**src/hdl/sac_pkg.sv**
```systemverilog
// Types and constants of the segment access checker.
// Used by the region cells, the top level and the port checker.
`default_nettype none

package sac_pkg;

    localparam int ADDR_W      = 16;
    localparam int BASE_W      = 32;
    localparam int LIMIT_W     = 16;
    localparam int SLOT_W      = 4;
    localparam int PERM_W      = 2;
    localparam int CFG_IDX_W   = 2;
    localparam int CFG_DATA_W  = 2;
    localparam int S_TDATA_W   = 72;
    localparam int M_TDATA_W   = 8;

    localparam logic [ADDR_W-1:0] VECTOR_AREA_END = 16'h0400;

    // permission bit positions
    localparam int PERM_READ_BIT  = 0;
    localparam int PERM_WRITE_BIT = 1;

    // configuration register indexes
    localparam logic [CFG_IDX_W-1:0] CFG_PROT_ENABLE = 2'd0;
    localparam logic [CFG_IDX_W-1:0] CFG_PRIV_LEVEL  = 2'd1;

    // input kinds carried in s_tuser
    localparam logic FUNC_CHECK = 1'b0;
    localparam logic FUNC_LOAD  = 1'b1;

    typedef enum logic [1:0] {
        FAULT_NONE      = 2'd0,
        FAULT_VECTOR    = 2'd1,
        FAULT_PERM      = 2'd2,
        FAULT_NO_REGION = 2'd3
    } sac_fault_t;

    // one item moving down the row of cells, with its decision so far
    typedef struct packed {
        logic                is_load;
        logic [ADDR_W-1:0]   addr;
        logic                is_write;
        logic [SLOT_W-1:0]   slot;
        logic [BASE_W-1:0]   base;
        logic [LIMIT_W-1:0]  limit;
        logic [PERM_W-1:0]   perm;
        logic                decided;
        logic                allowed;
        sac_fault_t          fault;
        logic [SLOT_W-1:0]   matched;
        logic                hit;
    } sac_tok_t;

endpackage

`default_nettype wire

```
**src/hdl/sac_cell.sv**
```systemverilog
// One region cell: holds a single table entry and processes the item passing by.
// Depends on sac_pkg.
`default_nettype none

module sac_cell #(
    parameter int CELL_INDEX = 0
) (
    input  wire logic              aclk,
    input  wire logic              aresetn,
    input  wire logic              advance,
    input  wire logic              in_vld,
    input  wire sac_pkg::sac_tok_t in_tok,
    output logic                   out_vld,
    output sac_pkg::sac_tok_t      out_tok
);
    import sac_pkg::*;

    localparam logic [SLOT_W-1:0] MY_SLOT  = SLOT_W'(CELL_INDEX);
    localparam bit                LOADABLE = (CELL_INDEX < (1 << SLOT_W));

    logic              entry_vld_reg;
    logic [BASE_W-1:0] entry_base_reg;
    logic [BASE_W-1:0] top_reg;
    logic [PERM_W-1:0] perm_reg;

    logic              out_vld_reg;
    sac_tok_t          out_tok_reg;
    sac_tok_t          tok_next;

    logic              load_here;
    logic              hit;
    logic              perm_ok;
    logic [BASE_W-1:0] addr_ext;

    assign addr_ext  = BASE_W'(in_tok.addr);
    assign load_here = LOADABLE && in_vld && in_tok.is_load && (in_tok.slot == MY_SLOT);
    assign hit       = entry_vld_reg && in_vld && !in_tok.is_load && !in_tok.decided &&
                       (addr_ext >= entry_base_reg) && (addr_ext <= top_reg);
    assign perm_ok   = in_tok.is_write ? perm_reg[PERM_WRITE_BIT] : perm_reg[PERM_READ_BIT];

    always_comb begin
        tok_next = in_tok;
        if (hit) begin
            tok_next.decided = 1'b1;
            tok_next.hit     = 1'b1;
            tok_next.matched = MY_SLOT;
            tok_next.allowed = perm_ok;
            tok_next.fault   = perm_ok ? FAULT_NONE : FAULT_PERM;
        end
    end

    always_ff @(posedge aclk) begin
        if (!aresetn) begin
            entry_vld_reg <= 1'b0;
            out_vld_reg   <= 1'b0;
        end else if (advance) begin
            out_vld_reg <= in_vld;
            if (load_here) begin
                entry_vld_reg <= 1'b1;
            end
        end
    end

    // entry payload and item payload carry no reset
    always_ff @(posedge aclk) begin
        if (advance) begin
            out_tok_reg <= tok_next;
            if (load_here) begin
                entry_base_reg <= in_tok.base;
                top_reg        <= in_tok.base + BASE_W'(in_tok.limit);
                perm_reg       <= in_tok.perm;
            end
        end
    end

    assign out_vld = out_vld_reg;
    assign out_tok = out_tok_reg;

endmodule

`default_nettype wire

```
**config.mk**
```make
export PLATFORM = sky130hd
export DESIGN_NAME = sac_cell
export DESIGN_NICKNAME = d
export VERILOG_FILES = /design/src/hdl/sac_pkg.sv /design/src/hdl/sac_cell.sv
export SDC_FILE = /design/constraint.sdc
export NUM_CORES = 1
export LEC_CHECK = 0
export ABC_AREA = 1
export BUFFER_PORTS_ARGS = -buffer_cell sky130_fd_sc_hd__buf_2
export CAP_MARGIN = 10
export CORE_MARGIN = 1.5
export CORE_UTILIZATION = 36
export DETAILED_ROUTE_END_ITERATION = 16
export SLEW_MARGIN = 40
export SYNTH_ARGS = -nofsm -noshare
export SYNTH_HDL_FRONTEND = slang
export SYNTH_SLANG_ARGS = --single-unit
```
**constraint.sdc**
```tcl
create_clock -name aclk -period 4.6 [get_ports aclk]
set_input_delay 0.92 -clock aclk [delete_from_list [all_inputs] [get_ports aclk]]
set_output_delay 0.92 -clock aclk [all_outputs]
set_load 0.02 [all_outputs]
```
# Word-level counts from Yosys, hierarchy flattened
# Cells that the tools add are included.
# Widths: inputs -> output; s select.
[classes]
n_addsub = 1
n_lt_le_gt_ge = 2
muxes = 3
n_reduce_logical = 11
[ops]
columns = ["operator", "n"]
rows = [
  ["$add 32x16->32", 1],
  ["$ge 16x32->1", 1],
  ["$le 16x32->1", 1],
  ["$mux 8", 1],
  ["$logic_and 1x1->1", 7],
  ["$logic_not 4->1", 1],
  ["$logic_not 1->1", 2],
  ["$mux 2", 1],
  ["$reduce_and 2->1", 1],
  ["$mux 1", 1],
]
[word_totals]
register_bits = 149
out_inout_bits = 82
elab_cells = 34

# Logic depth before layout (Yosys ltp)
[logic_depth]
ltp_word = 6
ltp_mapped = 16
depth_no_buf = 16

# Worst setup path after synthesis
# Ideal clock, no wire load.
[synth_path]
path_type = "input-to-reg"
start = "in in_tok[60] (netlist bit)"
end = "reg entry_base_reg[0] (enable)"
setup_time_ns = 0.492
arrival_time_ns = 4.061
setup_slack_ns = 0.047
cell_stages = 3
path_buffers = 0
cell_sequence = "nor4_1 -> nand3_1 -> nor2_1"
[synth_via]
elab_chain_cells = 3
[synth_rtl]
columns = ["element", "line", "source"]
rows = [
  ["from (decl)", "sac_cell.sv:12", "input wire sac_pkg::sac_tok_t in_tok,"],
  ["$logic_not 4->1", "sac_cell.sv:36", "assign load_here = LOADABLE && in_vld && in_tok.is_load && (in_tok.slot == MY_SLOT);"],
  ["$logic_and 1x1->1", "sac_cell.sv:36", ""],
  ["$reduce_and 2->1 (no line)", "n/a", ""],
  ["to (signal assigned)", "sac_cell.sv:69", "entry_base_reg <= in_tok.base;"],
  ["to (decl)", "sac_cell.sv:22", "logic [BASE_W-1:0] entry_base_reg;"],
]
# Every way passes these cells.
# A chain may end at the register's enable or synchronous reset.

# Worst setup path in the final report
[layout_path]
start = "in in_tok[11] (netlist bit)"
end = "reg top_reg[20] (data pin)"
[layout_via]
elab_chain_cells = 1
[layout_rtl]
columns = ["element", "line", "source"]
rows = [
  ["$add 32x16->32", "sac_cell.sv:70", "top_reg <= in_tok.base + BASE_W'(in_tok.limit);"],
  ["to (signal assigned)", "sac_cell.sv:70", ""],
  ["to (decl)", "sac_cell.sv:23", "logic [BASE_W-1:0] top_reg;"],
]
# Every way passes these cells.

==> flow_summary_export.csv <==
group,metric,value,unit
clock_network,ctsResizeCount,0,
timing,tightest_slew,682,ps
grt,grt_pass1_wl,24100,µm
clock_network,clockBufferDepth,2,
timing,period_minus_slack,2370,ps
yosys,synth-seq-cells,149,
place,portBuffers,166,
pwr,ir_worst_vdd,0.000246,V
clock_network,clk_latency,420,ps
yosys,synth_top_area_share,63.1,%
clock_network,htreeDepth,4,
yosys,syn_inst,605,
critical_path,cp_max_fo,3,
clock_network,cts.sinks,149,
yosys,synth_area_leaders,"edfxtp_1 (63%), ha_1 (8.6%), nand2_1 (6.2%), inv_1 (4.7%), nor2_1 (2.8%)",
timing,slew_headroom,54.5,%
die,initial_core_util,37.0,%
grt,gr-total-overflow,0,
detailed_routing,num_vias,4814,
detailed_routing,drt-total-wl,15500,µm
final_layout,final_cell_mix,"buf_2 (165), edfxtp_1 (147), nand2_1 (115)",
final_layout,drive_above_1_share,28.0,%
yosys,syn_area,0.00699,mm²
grt,grt_pass1_vias,4669,
timing,post-route-period-util,51.5,%
job,drv_cap,0,
place,gp_congestion,0.859,
detailed_routing,via_per_inst,4.52,
detailed_routing,drcViolationCount,0,
die,core_area,0.0189,mm²
critical_path,crit_type,"input pin to flip-flop",
grt,grt_max_degree,68,
critical_path,start_kind,"input pin",
clock_network,cts_inserted_buffers,17,
yosys,seq_area_frac_synth,63.7,%
yosys,syn_avg_cell_area,11.6,µm²
critical_path,cp_common_cell,"nand2_1",
final_layout,final_util,46.4,%
detailed_routing,ant_nets,0,
clock_network,cts_tree,"built",
critical_path,required,4780,ps
critical_path,slowest_delay,420,ps
status,outcome,"complete, no violations",
final_layout,largest_register_ffs,81,
final_layout,n_antenna_cell,0,
die,rows,50,
detailed_routing,drt_pass1_iterations,5,
critical_path,arrival,2550,ps
die,die_w,142,µm
final_layout,fillCellCount,1789,
die,dieArea,0.0203,mm²
clock_network,cts.clk_slew.worst_paths,60,ps
final_layout,nNetsFinal,926,
timing,skew,7.86,ps
place,hpwl,11900,µm
pwr,powerDensity,386,mW/mm²
detailed_routing,wire_per_inst,14.6,µm
grt,grt_use_total,15.9,%
pwr,power.leakage,3.87,nW
grt,antenna_found_initial,0,
yosys,yosysTopAreaCell,"edfxtp_1",
final_layout,area_growth,25.4,%
detailed_routing,drt_iter0_markers,221,
yosys,syn-num-nets,739,
timing,finalSetupViolations,0,
die,die_h,142,µm
clock_network,hold_buffers,0,
clock_network,cts_root_buf,"clkbuf_16",
timing,final_hold_viol_count,0,
critical_path,endpoint_kind,"flip-flop",
min_path,min-delay-path-class,"flip-flop to flip-flop",
timing,rsz0062_at_grt,"no",
timing,fmax,422,MHz
yosys,ys_warn_count,0,
timing,report.final.slew_viol_count,0,
timing,timing.setup.tns,0,ps
critical_path,critPathSlowestCell,"fa_1",
final_layout,final_common_cell,"buf_2",
critical_path,cp_cell_sequence,"buf_2 -> ha_1 -> fa_1 -> nand3_1 -> nand2_1 -> nand2_1 -> nand2_1 -> a21o_2 -> nand3_1 -> nand2_1 -> nand2_1 -> nand2_1",
yosys,synth.distinct_cells,32,
die,io_pins,167,
clock_network,cts_setup_buffers,0,
[kinds of logic after synthesis]
| family | after synthesis | share of synthesized area [%] |
|---|---|---|
| AO/OA/AOI/OAI | 52 | 4.37 |
| XOR/XNOR | 20 | 2.50 |
| adder cells (fa/ha/maj) | 49 | 8.87 |
| buffers and inverters | 88 | 4.72 |
| flip-flops | 149 | 63.7 |
| multiplexers | 1 | 0.161 |
| AND/OR/NAND/NOR | 246 | 15.7 |
[critical path: cells and delay by family]
kind | cells | cell delay, ps
fa+ha+maj | 2 | 660
simple gates | 8 | 630
compound gates | 1 | 230
buf+inv | 1 | 110
[metrics by stage]
| stage | setup WS (ps) | total power, mW | cell area [µm²] | instances | hold WS, ps |
|---|---|---|---|---|---|
| floorplan | 47.4 | 1.85 | 6990 | 605 | 441 |
| global placement | 1840 | 2.02 | 8170 | 1033 | 447 |
| detailed placement | 1800 | 2.02 | 8180 | 1033 | 446 |
| CTS | 2240 | 3.41 | 8770 | 1064 | 456 |
| global route | 2100 | 3.51 | 8770 | 1064 | 491 |
| finish | 2230 | 3.38 | 8770 | 1064 | 456 |
[cells in the mapped netlist]
| cell type | number |
|---|---|
| mux2_2 | 1 |
| xor2_1 | 17 |
| nand3b_1 | 1 |
| a21boi_1 | 1 |
| inv_1 | 88 |
| and3_1 | 1 |
| ha_1 | 48 |
| fa_1 | 1 |
| a31oi_1 | 1 |
| or2_2 | 1 |
| nor3_1 | 9 |
| nand4_1 | 10 |
| dfxtp_1 | 2 |
| a21o_2 | 1 |
| nor2_2 | 6 |
| nor2_1 | 52 |
| nand4_2 | 1 |
| xnor2_1 | 3 |
| o21bai_1 | 2 |
| nand2_1 | 115 |
| edfxtp_1 | 147 |
| o21a_1 | 3 |
| a21o_1 | 4 |
| nand3_2 | 3 |
| o21ai_0 | 6 |
| nor4_1 | 7 |
| a21oi_2 | 4 |
| nand3_1 | 29 |
| a21oi_1 | 27 |
| o21ai_1 | 3 |
| nand2_2 | 10 |
| nor3_2 | 1 |
[metal layers]
metal | global-route usage (%) | vias to the layer above | share of wire, %
li1 | - | 2457 | -
met1 | 20.6 | 2239 | 46
met2 | 26.6 | 105 | 49
met3 | 3.43 | 13 | 4.1
met4 | 5.32 | 0 | 1.3
met5 | 0 | - | 0
[final timing paths]
check | from | to | slack [ps] | cells after the start
hold / removal | out_vld | out_vld | 460 | 2
hold reg to reg | out_vld | out_vld | 460 | 2
setup reg to reg | top_reg[7] | out_tok[2] | 2620 | 10
setup / recovery | in_tok[11] | top_reg[20] | 2230 | 12
[power breakdown]
part / leakage, nW / switching (mW) / internal [mW]
logic: 2.18 / 0.270 / 0.138
registers: 1.40 / 0.0131 / 1.57
clock network: 0.285 / 0.540 / 0.851
total: 3.87 / 0.823 / 2.56
[cell type report]
| type | instances | area [µm²] | share of cell area, % |
|---|---|---|---|
| flip-flops and latches | 149 | 4450 | 50.8 |
| multi-input cells | 368 | 2220 | 25.3 |
| repair buffers | 168 | 852 | 9.72 |
| clock buffers | 19 | 433 | 4.94 |
| inverters | 88 | 330 | 3.77 |
| well taps | 260 | 325 | 3.71 |
| clock inverters | 12 | 155 | 1.77 |
No activity file was read; power rests on OpenSTA's default activity.
